--- config.mk ---
export PLATFORM = sky130hd
export DESIGN_NAME = rtt_redundant_text_receiver_top
export DESIGN_NICKNAME = d
export VERILOG_FILES = /design/src/hw/rtl/rtt_pkg.sv /design/src/hw/rtl/rtt_ram.sv /design/src/hw/rtl/rtt_emit.sv /design/src/hw/rtl/rtt_redundant_text_receiver_top.sv
export SDC_FILE = /design/constraint.sdc
export NUM_CORES = 1
export LEC_CHECK = 0
export ABC_AREA = 1
export BUFFER_PORTS_ARGS = -buffer_cell sky130_fd_sc_hd__buf_2
export CAP_MARGIN = 20
export CORE_MARGIN = 2
export CORE_UTILIZATION = 30
export DETAILED_ROUTE_END_ITERATION = 10
export HOLD_SLACK_MARGIN = 0.1
export PLACE_DENSITY = 0.45
export SLEW_MARGIN = 10
export SYNTH_ARGS = -nofsm -noshare
export SYNTH_HDL_FRONTEND = slang
export SYNTH_SLANG_ARGS = --single-unit
--- constraint.sdc ---
create_clock -name clk_i -period 9.5 [get_ports clk_i]
set_input_delay 1.9 -clock clk_i [delete_from_list [all_inputs] [get_ports clk_i]]
set_output_delay 1.9 -clock clk_i [all_outputs]
set_load 0.01 [all_outputs]
--- src/hw/rtl/rtt_pkg.sv ---
// ----------------------------------------------------------------------------
// rtt_pkg
// Shared types, sizes and codes of the redundant real-time-text receiver.
// ----------------------------------------------------------------------------
`default_nettype none

package rtt_pkg;

  localparam int unsigned BUFFER_BYTES    = 64;
  localparam int unsigned MAX_GENERATIONS = 8;
  localparam int unsigned MAX_BLOCK_LEN   = 1023;
  localparam int unsigned LATE_LIMIT      = 100;

  localparam int unsigned BUF_AW = $clog2(BUFFER_BYTES);
  localparam int unsigned FILL_W = $clog2(BUFFER_BYTES + 1);
  localparam int unsigned GEN_W  = $clog2(MAX_GENERATIONS + 1);
  localparam int unsigned SUM_W  = $clog2(MAX_GENERATIONS * MAX_BLOCK_LEN + 1);

  localparam logic [2:0] ST_OK     = 3'd0;
  localparam logic [2:0] ST_ORDER  = 3'd1;
  localparam logic [2:0] ST_HEADER = 3'd2;
  localparam logic [2:0] ST_UTF8   = 3'd3;
  localparam logic [2:0] ST_LENGTH = 3'd4;

  localparam logic CFG_TEXT_PT = 1'b0;
  localparam logic CFG_RED_PT  = 1'b1;

  localparam logic [20:0] BOM_CODE = 21'h00FEFF;

  typedef enum logic [2:0] {
    CLS_CONT,
    CLS_ONE,
    CLS_TWO,
    CLS_THREE,
    CLS_FOUR,
    CLS_BAD
  } byte_class_e;

  typedef struct packed {
    logic [7:0]  data_byte;
    logic        byte_present;
    logic [15:0] sequence_number;
    logic        first_of_packet;
    logic        last_of_packet;
  } in_item_t;

  typedef struct packed {
    logic [20:0] code_point;
    logic        char_valid;
    logic [2:0]  packet_status;
    logic        last_result;
  } out_item_t;

  typedef struct packed {
    logic              start;
    logic [FILL_W-1:0] fill;
    logic              repl;
    logic [2:0]        status;
  } emit_start_t;

  function automatic byte_class_e byte_class(input logic [7:0] b);
    byte_class_e c;
    if (!b[7]) c = CLS_ONE;
    else if (!b[6]) c = CLS_CONT;
    else if (!b[5]) c = CLS_TWO;
    else if (!b[4]) c = CLS_THREE;
    else if (!b[3]) c = CLS_FOUR;
    else c = CLS_BAD;
    return c;
  endfunction

  // Bytes of U+FFFD that stand virtually at the head of the buffer.
  function automatic logic [7:0] repl_byte(input logic [1:0] idx);
    logic [7:0] r;
    case (idx)
      2'd0:    r = 8'hEF;
      2'd1:    r = 8'hBF;
      default: r = 8'hBD;
    endcase
    return r;
  endfunction

endpackage

`default_nettype wire

--- src/hw/rtl/rtt_ram.sv ---
// ----------------------------------------------------------------------------
// rtt_ram
// Generic single-write, single-read RAM with a registered read port.
// ----------------------------------------------------------------------------
`default_nettype none

module rtt_ram #(
  parameter int unsigned WIDTH = 8,
  parameter int unsigned DEPTH = 64
) (
  input  wire logic                     clk_i,
  input  wire logic                     we_i,
  input  wire logic [$clog2(DEPTH)-1:0] waddr_i,
  input  wire logic [WIDTH-1:0]         wdata_i,
  input  wire logic                     re_i,
  input  wire logic [$clog2(DEPTH)-1:0] raddr_i,
  output logic      [WIDTH-1:0]         rdata_o
);

  logic [WIDTH-1:0] mem_q [DEPTH];

  always_ff @(posedge clk_i) begin
    if (we_i) begin
      mem_q[waddr_i] <= wdata_i;
    end
    if (re_i) begin
      rdata_o <= mem_q[raddr_i];
    end
  end

endmodule

`default_nettype wire

--- src/hw/rtl/rtt_emit.sv ---
// ----------------------------------------------------------------------------
// rtt_emit
// Walks the text buffer after a packet closes and emits decoded code points.
// ----------------------------------------------------------------------------
`default_nettype none

module rtt_emit import rtt_pkg::*; (
  input  wire logic              clk_i,
  input  wire logic              rst_ni,
  input  wire emit_start_t       start_i,
  output logic                   busy_o,
  output logic                   re_o,
  output logic [BUF_AW-1:0]      raddr_o,
  input  wire logic [7:0]        rdata_i,
  output logic                   out_valid_o,
  input  wire logic              out_stall_i,
  output out_item_t              out_data_o
);

  typedef enum logic [1:0] {E_IDLE, E_RD, E_WT, E_FIN} emit_state_e;

  emit_state_e       state_q, state_d;
  logic [FILL_W-1:0] p_q, p_d, fill_q, fill_d;
  logic              repl_q, repl_d;
  logic [2:0]        err_q, err_d;
  logic [1:0]        rem_q, rem_d;
  logic              is3_q, is3_d;
  logic [20:0]       acc_q, acc_d;
  logic              hv_q, hv_d;
  logic [20:0]       hold_q, hold_d;
  logic              ov_q, ov_d;
  out_item_t         out_q, out_d;

  logic              can_push;
  logic [7:0]        cur_byte;
  logic              done;
  logic [20:0]       val;
  byte_class_e       cls;

  assign can_push = !ov_q || !out_stall_i;
  assign busy_o   = (state_q != E_IDLE);
  assign raddr_o  = p_q[BUF_AW-1:0];
  assign re_o     = (state_q == E_RD) && (p_q < fill_q);
  assign cur_byte = (repl_q && p_q < FILL_W'(3)) ? repl_byte(p_q[1:0]) : rdata_i;
  assign cls      = byte_class(cur_byte);

  always_comb begin
    state_d = state_q;
    p_d     = p_q;
    fill_d  = fill_q;
    repl_d  = repl_q;
    err_d   = err_q;
    rem_d   = rem_q;
    is3_d   = is3_q;
    acc_d   = acc_q;
    hv_d    = hv_q;
    hold_d  = hold_q;
    ov_d    = ov_q && out_stall_i;
    out_d   = out_q;
    done    = 1'b0;
    val     = '0;

    case (state_q)
      E_IDLE: begin
        if (start_i.start) begin
          fill_d  = start_i.fill;
          repl_d  = start_i.repl;
          err_d   = start_i.status;
          p_d     = '0;
          rem_d   = '0;
          hv_d    = 1'b0;
          state_d = E_RD;
        end
      end
      E_RD: begin
        if (p_q < fill_q) begin
          state_d = E_WT;
        end else begin
          state_d = E_FIN;
        end
      end
      E_WT: begin
        if (rem_q == 2'd0) begin
          if (cur_byte == 8'h00) begin
            p_d     = p_q + 1'b1;
            state_d = E_RD;
          end else begin
            is3_d = 1'b0;
            case (cls)
              CLS_ONE: begin
                done = 1'b1;
                val  = {13'd0, cur_byte};
              end
              CLS_TWO: begin
                acc_d   = {16'd0, cur_byte[4:0]};
                rem_d   = 2'd1;
                p_d     = p_q + 1'b1;
                state_d = E_RD;
              end
              CLS_THREE: begin
                acc_d   = {17'd0, cur_byte[3:0]};
                rem_d   = 2'd2;
                is3_d   = 1'b1;
                p_d     = p_q + 1'b1;
                state_d = E_RD;
              end
              CLS_FOUR: begin
                acc_d   = {18'd0, cur_byte[2:0]};
                rem_d   = 2'd3;
                p_d     = p_q + 1'b1;
                state_d = E_RD;
              end
              default: begin
                state_d = E_FIN;
              end
            endcase
          end
        end else begin
          if (rem_q == 2'd1) begin
            done = 1'b1;
            val  = {acc_q[14:0], cur_byte[5:0]};
          end else begin
            acc_d   = {acc_q[14:0], cur_byte[5:0]};
            rem_d   = rem_q - 1'b1;
            p_d     = p_q + 1'b1;
            state_d = E_RD;
          end
        end

        if (done) begin
          if (val == '0) begin
            // An overlong zero ends the packet's text.
            state_d = E_FIN;
          end else if (is3_q && rem_q != 2'd0 && val == BOM_CODE) begin
            rem_d   = '0;
            p_d     = p_q + 1'b1;
            state_d = E_RD;
          end else if (!hv_q || can_push) begin
            if (hv_q) begin
              ov_d  = 1'b1;
              out_d = '{code_point: hold_q, char_valid: 1'b1,
                        packet_status: err_q, last_result: 1'b0};
            end
            hv_d    = 1'b1;
            hold_d  = val;
            rem_d   = '0;
            p_d     = p_q + 1'b1;
            state_d = E_RD;
          end
        end
      end
      E_FIN: begin
        if (can_push) begin
          ov_d    = 1'b1;
          out_d   = '{code_point: hv_q ? hold_q : 21'd0, char_valid: hv_q,
                      packet_status: err_q, last_result: 1'b1};
          hv_d    = 1'b0;
          state_d = E_IDLE;
        end
      end
      default: begin
        state_d = E_IDLE;
      end
    endcase
  end

  always_ff @(posedge clk_i or negedge rst_ni) begin
    if (!rst_ni) begin
      state_q <= E_IDLE;
      p_q     <= '0;
      fill_q  <= '0;
      repl_q  <= 1'b0;
      err_q   <= ST_OK;
      rem_q   <= '0;
      is3_q   <= 1'b0;
      hv_q    <= 1'b0;
      ov_q    <= 1'b0;
    end else begin
      state_q <= state_d;
      p_q     <= p_d;
      fill_q  <= fill_d;
      repl_q  <= repl_d;
      err_q   <= err_d;
      rem_q   <= rem_d;
      is3_q   <= is3_d;
      hv_q    <= hv_d;
      ov_q    <= ov_d;
    end
  end

  always_ff @(posedge clk_i) begin
    acc_q  <= acc_d;
    hold_q <= hold_d;
    out_q  <= out_d;
  end

  assign out_valid_o = ov_q;
  assign out_data_o  = out_q;

`ifndef SYNTH
  // A character is only held back while a packet is being drained.
  a_hold_idle: assert property (@(posedge clk_i) disable iff (!rst_ni)
    state_q == E_IDLE |-> !hv_q)
    else $error("held character outside emission");

  // The read pointer never passes the buffer fill.
  a_ptr_bound: assert property (@(posedge clk_i) disable iff (!rst_ni)
    state_q != E_IDLE |-> p_q <= fill_q)
    else $error("read pointer past fill");
`endif

endmodule

`default_nettype wire

--- src/hw/rtl/rtt_redundant_text_receiver_top.sv ---
// Results: an empty buffer gives a single result once the packet's last request is taken;
// otherwise the first result waits until a second character is decoded or the buffer end is
// reached, each buffered byte passing a read state and a wait state for the registered read
// port of the text buffer memory. Throughput: one byte request per cycle while a packet
// arrives; requests stall while the buffer is drained, longer under result stalls.
// Reset: asynchronous active low; clears all control state, the buffer is not cleared.
// ----------------------------------------------------------------------------
// rtt_redundant_text_receiver_top
// Real-time-text receiver with redundancy header parsing, loss marking,
// UTF-8 checking and code point emission.
// ----------------------------------------------------------------------------
`default_nettype none

module rtt_redundant_text_receiver_top import rtt_pkg::*; (
  input  wire logic       clk_i,
  input  wire logic       rst_ni,
  input  wire logic       in_valid_i,
  output logic            in_stall_o,
  input  wire in_item_t   in_data_i,
  output logic            out_valid_o,
  input  wire logic       out_stall_i,
  output out_item_t       out_data_o,
  input  wire logic       cfg_we_i,
  input  wire logic       cfg_idx_i,
  input  wire logic [6:0] cfg_wdata_i
);

  typedef enum logic [2:0] {PH_IDLE, PH_TEXT, PH_HEAD, PH_DATA, PH_DROP} phase_e;

  phase_e            ph_q, ph_d;
  logic [FILL_W-1:0] fill_q, fill_d;
  logic [GEN_W-1:0]  gc_q, gc_d;
  logic [1:0]        bpos_q, bpos_d;
  logic [SUM_W-1:0]  skip_q, skip_d;
  logic [1:0]        pend_q, pend_d;
  logic [2:0]        err_q, err_d;
  logic [15:0]       cur_q, cur_d;
  logic [15:0]       prev_q, prev_d;
  logic              seen_q, seen_d;
  logic              repl_q, repl_d;
  logic [6:0]        tpt_q, rpt_q;
  logic [1:0]        hi_q, hi_d;
  logic [SUM_W-1:0]  sum_q, sum_d;
  logic [SUM_W-1:0]  cum_q [1:MAX_GENERATIONS];
  logic              cum_we;
  logic [GEN_W-1:0]  cum_idx;

  logic              in_acc;
  logic              emit_busy;
  emit_start_t       emit_start;
  logic              ram_we, ram_re;
  logic [BUF_AW-1:0] ram_waddr, ram_raddr;
  logic [7:0]        ram_wdata, ram_rdata;

  function automatic logic signed [17:0] missing(input logic [15:0] cur,
                                                  input logic [15:0] prev);
    logic signed [17:0] d;
    logic signed [17:0] m;
    d = $signed({2'b00, cur}) - $signed({2'b00, prev});
    if (d > 18'sd0) m = d - 18'sd1;
    else if (d < -$signed(18'(LATE_LIMIT))) m = d + 18'sd65535;
    else m = -18'sd1;
    return m;
  endfunction

  assign in_stall_o = emit_busy;
  assign in_acc     = in_valid_i && !in_stall_o;

  always_comb begin
    logic signed [17:0] need;
    logic [GEN_W-1:0]   n;
    logic [7:0]         b;
    byte_class_e        cls;
    logic               bad;

    ph_d      = ph_q;
    fill_d    = fill_q;
    gc_d      = gc_q;
    bpos_d    = bpos_q;
    skip_d    = skip_q;
    pend_d    = pend_q;
    err_d     = err_q;
    cur_d     = cur_q;
    prev_d    = prev_q;
    seen_d    = seen_q;
    repl_d    = repl_q;
    hi_d      = hi_q;
    sum_d     = sum_q;
    cum_we    = 1'b0;
    cum_idx   = gc_q;
    ram_we    = 1'b0;
    ram_waddr = fill_q[BUF_AW-1:0];
    b         = in_data_i.data_byte;
    ram_wdata = b;
    cls       = byte_class(b);
    need      = '0;
    n         = '0;
    bad       = 1'b0;
    emit_start = '{start: 1'b0, fill: fill_q, repl: repl_q, status: err_q};

    if (in_acc) begin
      if (in_data_i.first_of_packet || ph_q == PH_IDLE) begin
        fill_d = '0;
        gc_d   = '0;
        bpos_d = '0;
        skip_d = '0;
        pend_d = '0;
        err_d  = ST_OK;
        repl_d = 1'b0;
        sum_d  = '0;
        cur_d  = in_data_i.sequence_number;
        if (rpt_q != 7'd0) begin
          ph_d = PH_HEAD;
        end else begin
          ph_d = PH_TEXT;
          if (seen_q) begin
            need = missing(in_data_i.sequence_number, prev_q);
            if (need < 18'sd0) begin
              err_d  = ST_ORDER;
              ph_d   = PH_DROP;
            end else if (need > 18'sd0) begin
              repl_d = 1'b1;
              fill_d = FILL_W'(3);
            end
          end
        end
      end

      if (in_data_i.byte_present) begin
        case (ph_d)
          PH_HEAD: begin
            if (bpos_d == 2'd0) begin
              if (b[7]) begin
                if (gc_d >= GEN_W'(MAX_GENERATIONS) || b[6:0] != tpt_q) begin
                  err_d  = ST_HEADER;
                  ph_d   = PH_DROP;
                  fill_d = '0;
                end else begin
                  gc_d = gc_d + 1'b1;
                end
              end else if (b[6:0] != tpt_q) begin
                err_d  = ST_HEADER;
                ph_d   = PH_DROP;
                fill_d = '0;
              end else begin
                // Primary header: decide how many redundant blocks to skip.
                if (seen_q) need = missing(cur_d, prev_q);
                if (need < 18'sd0) begin
                  err_d  = ST_ORDER;
                  ph_d   = PH_DROP;
                  fill_d = '0;
                end else begin
                  if (need > $signed({{(18 - GEN_W){1'b0}}, gc_d})) begin
                    repl_d = 1'b1;
                    fill_d = FILL_W'(3);
                    n      = '0;
                  end else begin
                    n = gc_d - need[GEN_W-1:0];
                  end
                  skip_d = (n == '0) ? '0 : cum_q[n];
                  ph_d   = PH_DATA;
                end
              end
            end else if (gc_d != '0) begin
              if (bpos_d == 2'd2) begin
                hi_d = b[1:0];
              end else if (bpos_d == 2'd3) begin
                sum_d   = sum_q + SUM_W'({hi_q, b});
                cum_we  = 1'b1;
                cum_idx = gc_d;
              end
            end
          end
          PH_TEXT, PH_DATA: begin
            if (skip_d != '0) begin
              skip_d = skip_d - 1'b1;
            end else if (fill_d < FILL_W'(BUFFER_BYTES)) begin
              if (pend_d == 2'd0) begin
                case (cls)
                  CLS_ONE:   pend_d = 2'd0;
                  CLS_TWO:   pend_d = 2'd1;
                  CLS_THREE: pend_d = 2'd2;
                  CLS_FOUR:  pend_d = 2'd3;
                  default:   bad    = 1'b1;
                endcase
              end else if (cls != CLS_CONT) begin
                bad = 1'b1;
              end else begin
                pend_d = pend_d - 1'b1;
              end
              if (bad) begin
                err_d  = ST_UTF8;
                ph_d   = PH_DROP;
                fill_d = '0;
              end else begin
                ram_we    = 1'b1;
                ram_waddr = fill_d[BUF_AW-1:0];
                fill_d    = fill_d + 1'b1;
              end
            end
          end
          default: begin
          end
        endcase
        bpos_d = bpos_d + 1'b1;
      end

      if (in_data_i.last_of_packet) begin
        if (ph_d == PH_HEAD && err_d == ST_OK) begin
          err_d  = ST_HEADER;
          fill_d = '0;
        end
        if (ph_d == PH_DATA && skip_d != '0) err_d = ST_LENGTH;
        if ((ph_d == PH_TEXT || ph_d == PH_DATA) && err_d == ST_OK &&
            pend_d != 2'd0) begin
          err_d  = ST_UTF8;
          fill_d = '0;
        end
        if (err_d == ST_OK) prev_d = cur_d;
        seen_d = 1'b1;
        ph_d   = PH_IDLE;
        emit_start = '{start: 1'b1, fill: fill_d, repl: repl_d, status: err_d};
      end
    end
  end

  always_ff @(posedge clk_i or negedge rst_ni) begin
    if (!rst_ni) begin
      ph_q   <= PH_IDLE;
      fill_q <= '0;
      gc_q   <= '0;
      bpos_q <= '0;
      skip_q <= '0;
      pend_q <= '0;
      err_q  <= ST_OK;
      cur_q  <= '0;
      prev_q <= '0;
      seen_q <= 1'b0;
      repl_q <= 1'b0;
      sum_q  <= '0;
      tpt_q  <= '0;
      rpt_q  <= '0;
    end else begin
      ph_q   <= ph_d;
      fill_q <= fill_d;
      gc_q   <= gc_d;
      bpos_q <= bpos_d;
      skip_q <= skip_d;
      pend_q <= pend_d;
      err_q  <= err_d;
      cur_q  <= cur_d;
      prev_q <= prev_d;
      seen_q <= seen_d;
      repl_q <= repl_d;
      sum_q  <= sum_d;
      if (cfg_we_i) begin
        case (cfg_idx_i)
          CFG_TEXT_PT: tpt_q <= cfg_wdata_i;
          CFG_RED_PT:  rpt_q <= cfg_wdata_i;
          default:     tpt_q <= tpt_q;
        endcase
      end
    end
  end

  // Running prefix sums of the redundant block lengths.
  always_ff @(posedge clk_i) begin
    hi_q <= hi_d;
    if (cum_we) begin
      cum_q[cum_idx] <= sum_d;
    end
  end

  rtt_ram #(
    .WIDTH(8),
    .DEPTH(BUFFER_BYTES)
  ) u_text_ram (
    .clk_i   (clk_i),
    .we_i    (ram_we),
    .waddr_i (ram_waddr),
    .wdata_i (ram_wdata),
    .re_i    (ram_re),
    .raddr_i (ram_raddr),
    .rdata_o (ram_rdata)
  );

  rtt_emit u_emit (
    .clk_i       (clk_i),
    .rst_ni      (rst_ni),
    .start_i     (emit_start),
    .busy_o      (emit_busy),
    .re_o        (ram_re),
    .raddr_o     (ram_raddr),
    .rdata_i     (ram_rdata),
    .out_valid_o (out_valid_o),
    .out_stall_i (out_stall_i),
    .out_data_o  (out_data_o)
  );

`ifndef SYNTH
  // Closing a packet always hands the buffer to the emitter.
  a_close_starts: assert property (@(posedge clk_i) disable iff (!rst_ni)
    in_acc && in_data_i.last_of_packet |=> emit_busy && ph_q == PH_IDLE)
    else $error("packet close did not start emission");

  // The fill never passes the buffer capacity.
  a_fill_bound: assert property (@(posedge clk_i) disable iff (!rst_ni)
    fill_q <= FILL_W'(BUFFER_BYTES))
    else $error("buffer fill out of range");
`endif

endmodule

`default_nettype wire

### Word-level counts from Yosys, hierarchy flattened

Memories as Yosys holds them, arrays and structs flattened. A register that Yosys moved wholly into a read port is not among the register bits.
Index checks and enable logic that the tools add are counted.

| storage, ports and cells | value |
|---|---|
| input port bits | 40 |
| bits in writable memories | 616 |
| output and inout bits | 28 |
| register bits | 184 |
| memories kept | 2 |
| word-level logic and storage cells | 412 |

Memories:

| name | depth | width | rd ports | clocked after Yosys merged registers in | wr ports | RTL line | text |
|---|---|---|---|---|---|---|---|
| u_text_ram.mem_q | 64 | 8 | 1 | 1 | 1 | rtt_ram.sv:20 | `logic [WIDTH-1:0] mem_q [DEPTH];` |
| cum_q | 8 | 13 | 1 | 0 | 1 | rtt_redundant_text_receiver_top.sv:44 | `logic [SUM_W-1:0] cum_q [1:MAX_GENERATIONS];` |

| operators by class | value |
|---|---|
| order comparisons | 12 |
| add/sub/neg operators | 15 |
| reductions and logical operators | 58 |
| multiplexer cells | 257 |
| bitwise logic cells | 5 |
| eq/ne operators | 33 |

Operator list:

| cell | count |
|---|---|
| two-way mux 18 bit | 15 |
| two-way mux 13 bit | 18 |
| two-way mux 7 bit | 24 |
| two-way mux 26 bit | 6 |
| two-way mux 3 bit | 43 |
| two-way mux 21 bit | 5 |
| two-way mux 4 bit | 22 |
| two-way mux 2 bit | 33 |
| two-way mux 1 bit | 61 |
| case mux 26 bit (2 select lines) | 1 |
| two-way mux 15 bit | 3 |
| case mux 15 bit (3 select lines) | 1 |
| case mux 7 bit (2 select lines) | 3 |
| adder 17 x 17 -> 18 bit, second input constant | 2 |
| less-than comparator 18 x 1 -> 1 bit, second input constant | 2 |
| two-way mux 6 bit | 6 |
| subtractor 17 x 2 -> 18 bit, second input constant | 2 |
| greater-than comparator 17 x 1 -> 1 bit, second input constant | 2 |
| less-than comparator 17 x 8 -> 1 bit, second input constant | 2 |
| subtractor 16 x 16 -> 17 bit | 2 |
| two-way mux 16 bit | 2 |
| case mux 13 bit (2 select lines) | 1 |
| nonzero test 13 bit | 2 |
| == test 3 x 2 -> 1 bit, second input constant | 8 |
| other kinds (52) | 114 |

### Depth between registers and ports, before layout

| logic depth | value |
|---|---|
| depth after elaboration | 51 |
| gate-level depth with buffers | 55 |
| depth with buffers taken out | 49 |

### By module

Synthesis repeated with hierarchy kept, for this count alone.

| second synthesis, totals | value |
|---|---|
| cell total of the unflattened synthesis | 4318 |
| area total of the unflattened synthesis | 40433.8 µm² |

Modules (own cells, without submodules):

| module | sequential area each (µm²) | cells each | area each (µm²) | instances |
|---|---|---|---|---|
| rtt_ram | 15615.0 | 1822 | 21371.7 | 1 |
| rtt_redundant_text_receiver_top | 5560.3 | 1987 | 14372.5 | 1 |
| rtt_emit | 2487.4 | 509 | 4689.5 | 1 |

### Worst setup path before layout

OpenSTA, ideal clock, no wires.

| timing | value |
|---|---|
| path kind | input port to flip-flop |
| start | input port in_data_i[1] (netlist bit) |
| end | register prev_q[10] |
| cell stages on the path | 47 |
| buffers on the path | 6 |
| required time | 9.377 ns |
| library setup time | 0.123 ns |
| path slack | 1.637 ns |
| arrival time | 7.740 ns |
| cell sequence | nor2_4 -> inv_2 -> buf_4 -> buf_4 -> clkbuf_1 -> clkbuf_1 -> nand2_1 -> o21ai_0 -> ha_1 -> fa_1 -> ha_1 -> a21boi_1 -> nand3_1 -> nor2_1 -> nand3_2 -> inv_1 -> nand3_1 -> nor2_1 -> [11 not listed] -> nand3_1 -> nand2_1 -> nand2_1 -> nand3_1 -> nand2_1 -> nand2_1 -> nand2_1 -> nor2_1 -> nand3_1 -> nor2_1 -> nand2_2 -> nand2_4 -> nand3_2 -> nand2_2 -> nor2_4 -> buf_6 -> nand2_1 -> nand2_1 |

| between the ends | value |
|---|---|
| longest elaborated chain between the ends | 45 |
| elaborated cells on any way between the ends | 121 |
| those cells by class | 6 x add/sub; 6 x order compare; 6 x eq/ne; 84 x mux; 18 x reduce/logical; 1 x memory |

Ends and longest elaborated chain:

| element | RTL line | text |
|---|---|---|
| start: declaration | rtt_redundant_text_receiver_top.sv:19 | `input wire in_item_t in_data_i,` |
| logical OR 1 bit * | rtt_redundant_text_receiver_top.sv:102 | `if (in_data_i.first_of_packet \|\| ph_q == PH_IDLE) begin` |
| two-way mux 16 bit | rtt_redundant_text_receiver_top.sv:102 |  |
| two-way mux 16 bit | rtt_redundant_text_receiver_top.sv:101 | `if (in_acc) begin` |
| subtractor 16 x 16 -> 17 bit | rtt_redundant_text_receiver_top.sv:59 | `d = $signed({2'b00, cur}) - $signed({2'b00, prev});` |
| adder 17 x 17 -> 18 bit or less-than comparator 17 x 8 -> 1 bit (tied branches) | rtt_redundant_text_receiver_top.sv:61 | `else if (d < -$signed(18'(LATE_LIMIT))) m = d + 18'sd65535;` |
| two-way mux 18 bit | rtt_redundant_text_receiver_top.sv:61 |  |
| two-way mux 18 bit | rtt_redundant_text_receiver_top.sv:60 | `if (d > 18'sd0) m = d - 18'sd1;` |
| two-way mux 18 bit | rtt_redundant_text_receiver_top.sv:147 | `if (seen_q) need = missing(cur_d, prev_q);` |
| [28 not listed] | -- |  |
| two-way mux 3 bit | rtt_redundant_text_receiver_top.sv:101 |  |
| logical NOT 3 bit | rtt_redundant_text_receiver_top.sv:214 | `if ((ph_d == PH_TEXT \|\| ph_d == PH_DATA) && err_d == ST_OK &&` |
| logical AND 1 bit (2 in series) | rtt_redundant_text_receiver_top.sv:214 |  |
| two-way mux 3 bit | rtt_redundant_text_receiver_top.sv:214 |  |
| two-way mux 3 bit | rtt_redundant_text_receiver_top.sv:208 | `if (in_data_i.last_of_packet) begin` |
| two-way mux 3 bit | rtt_redundant_text_receiver_top.sv:101 |  |
| logical NOT 3 bit | rtt_redundant_text_receiver_top.sv:219 | `if (err_d == ST_OK) prev_d = cur_d;` |
| AND reduction 3 bit (no line) | -- |  |
| end signal: assignment | rtt_redundant_text_receiver_top.sv:252 | `prev_q <= prev_d;` |
| end: declaration | rtt_redundant_text_receiver_top.sv:38 | `logic [15:0] prev_q, prev_d;` |

Mark *: on every way between the ends. The rest lies on a longest branch, timed or not. The select of a mux whose other input is x is not followed.
A chain may end at the register's enable or synchronous reset.

### Worst setup path in the final report

| timing | value |
|---|---|
| start | input port in_data_i[1] (netlist bit) |
| end | register prev_q[3] |

Same word-level chain as after synthesis.

==> impl_metrics.tcl <==
set metrics [dict create \
    netlist.area_leader.share_pct 53.7 \
    die_area_sq_um 131000 \
    start_util_pct 30.2 \
    cts_tree "done" \
    finClkSkew_ps 51.7 \
    cpMaxStageDelayCell "fa_1" \
    antenna_left 0 \
    grt_overflow 0 \
    io_pins 68 \
    cts_root_buf "clkbuf_16" \
    post_cts_resized 0 \
    fp.dieW_microns 362 \
    critPathKind "in2reg" \
    grt_start_max_net_pins 119 \
    finalNonFillerCells 5692 \
    syn_area_sq_um 38500 \
    finalWirelength_mm 116 \
    synth_xor_area_share_pct 0.773 \
    finalCritPeriodShare_pct 87.5 \
    fmax_mhz 120 \
    crit_required_ps 10120 \
    crit_path_start_kind "primary input" \
    final_common_cell "nand2_1" \
    gp_congestion 0.863 \
    clk_pin_slew_ps 60 \
    grt_usage_pct 17.6 \
    r2r_slack_ps 2090 \
    die_y_microns 362 \
    synthTopCellsByArea "edfxtp_1 (54%), dfrtp_1 (7.8%), nand2_1 (6.9%)" \
    cp_max_fo 26 \
    power_leakage_nw 16.6 \
    finalNetCount 4069 \
    synth-seq-area-share_pct 61.5 \
    wl_per_cell_microns 20.5 \
    ys_async_sr_fraction_pct 14.9 \
    layout_common_cells "nand2_1 (710), edfxtp_1 (688), nor2_1 (554)" \
    worst_skew_pair.late_latency_ps 720 \
    worst_slew_pin_slew_ps 1140 \
    cts_hold_buf 0 \
    synthAdderAreaFrac_pct 2.58 \
    dp.cells 5519 \
    multi_input_area_sq_um 12700 \
    cts_buffers 93 \
    setup_viol 0 \
    rsz0062_at_grt "no" \
    synth_fp_nets 4009 \
    grt_antenna_before_repair 5 \
    avgSynthCellArea_sq_um 9.89 \
    first_global_vias 27700 \
    synthMuxAreaShare_pct 0 \
    drv_cap 0 \
    synth_compound_area_share_pct 11.9 \
    cp.arrival_ps 8930 \
    synth_edf_count 688 \
    final-hold-violation-count 0 \
    status "complete, no violations" \
    path_common_cell "nand2_1" \
    drc_errors 0 \
    cts_setup_buffers 0 \
    peakVddDrop_mv 0.242 \
    place_hpwl_mm 75.5 \
    slew_viol_final 0 \
    synth_top_family_by_area "simple AND/OR/NAND/NOR gates" \
    drive_gt1_share_pct 8.11 \
    area_growth_pct 13.5 \
    antennaDiodeCount 0 \
    syn_inst 3892 \
    synth_top_flop_cell "edfxtp_1" \
    hold_path_class "reg2reg" \
    rows 131 \
    power.density_nw_per_um2 310 \
    cp-end-kind "flip-flop" \
    grt_pass1_wl_mm 176 \
    n_fill_cell 13000 \
    port_buffers 67 \
    vias 28200 \
    slowest_delay_ps 530 \
    drtIter0Drc 2465 \
    core_sq_um 128000 \
    first_pass_iters 5 \
    setup_tns_ps 0 \
    cts_buffer_depth 3 \
    synth-seq-cells 808 \
    htree_levels 3 \
    yosys_warnings 0 \
    fin_crit_ps 8310 \
    synth-simple-area-share_pct 17.6 \
    synth_top_cell_by_area "edfxtp_1" \
    fin_util_pct 34.3 \
    vias_per_cell 4.96 \
    regArea_sq_um 23700 \
    cts_sinks 808 \
    slew_headroom_pct 23.6 \
    synthDistinctLibCells 71 \
]
[Yosys cell counts, types with 5 or more instances]
cell / instances
nand2_1: 710
edfxtp_1: 688
nor2_1: 555
o21ai_0: 445
inv_1: 375
nand3_1: 216
clkbuf_1: 138
dfrtp_1: 120
a21oi_1: 102
o22ai_1: 83
ha_1: 73
o221ai_1: 54
nand4_1: 37
nor3_1: 31
o211ai_1: 25
xor2_1: 23
a31oi_1: 19
nand3b_1: 16
nor4_1: 15
buf_4: 12
xnor2_1: 11
a32o_1: 10
buf_2: 10
inv_2: 10
nand2_2: 7
nor2_2: 7
clkinv_1: 6
o32ai_1: 6
buf_1: 5
nand3_2: 5
[area by class of cell]
type	instances	area share, %
clock buffers	115	5.51
clock inverters	58	1.19
inverters	391	3.38
multi-input cells	2522	29.0
flip-flops and latches	808	54.2
well taps	1662	4.76
repair buffers	136	2.01
[through the flow]
stage          hold WS [ps]  cell area [sq um]  worst slack, ps  power, mW
4_1_cts                 485              43700             1220       13.7
6_report                480              43700             1190       13.6
2_1_floorplan           420              38500             1640       8.34
3_3_place_gp            462              40800              670       10.1
3_5_place_dp            470              40800              533       10.1
5_1_grt                 506              43700              393       14.5
[power breakdown]
part | internal (mW) | total [mW] | switching [mW]
Combinational | 1.59 | 5.57 | 3.98
Clock | 1.96 | 3.50 | 1.54
Sequential | 4.28 | 4.50 | 0.217
[worst max-delay path: cells and delay by family]
kind                     cells  cell delay [ps]
AO/OA/AOI/OAI                3              520
XOR/XNOR                     1              160
adder cells (fa/ha/maj)      5             1500
buffers and inverters        7             1120
AND/OR/NAND/NOR             26             3720
[registers in the layout, summed over array words and instances (netlist names), 8 cells and up]
| name | cells |
|---|---|
| cur_q | 16 |
| u_text_ram.rdata_o | 8 |
| sum_q | 13 |
| prev_q | 16 |
| cum_q | 104 |
| u_emit.hold_q | 21 |
| skip_q | 13 |
| u_emit.out_data_o | 26 |
| u_emit.acc_q | 15 |
| u_text_ram.mem_q | 512 |
[layer usage]
| layer | vias to the layer above | part of all wire, % | track usage [%] |
|---|---|---|---|
| met5 | - | 0.011 | 0 |
| met4 | 2 | 2.2 | 4.47 |
| met3 | 152 | 5.2 | 3.02 |
| met2 | 716 | 46 | 28.4 |
| met1 | 13700 | 47 | 24.6 |
| li1 | 13600 | - | - |
[final timing paths]
path	startpoint	end	cells after the start
max in group asynchronous	rst_ni	u_emit.p_q[0]	2
max	in_data_i[1]	prev_q[3]	42
max reg2reg	ph_q[0]	prev_q[3]	42
min in group asynchronous	rst_ni	rpt_q[3]	1
min reg2reg	cur_q[6]	cur_q[6]	2
min	cur_q[6]	cur_q[6]	2
[logic make-up after synthesis]
| group | Yosys count |
|---|---|
| AND/OR/NAND/NOR | 1622 |
| flip-flops | 808 |
| AO/OA/AOI/OAI | 789 |
| buffers and inverters | 562 |
| adder cells (fa/ha/maj) | 77 |
| XOR/XNOR | 34 |
Note: power is estimated with default switching activity, not from simulation.
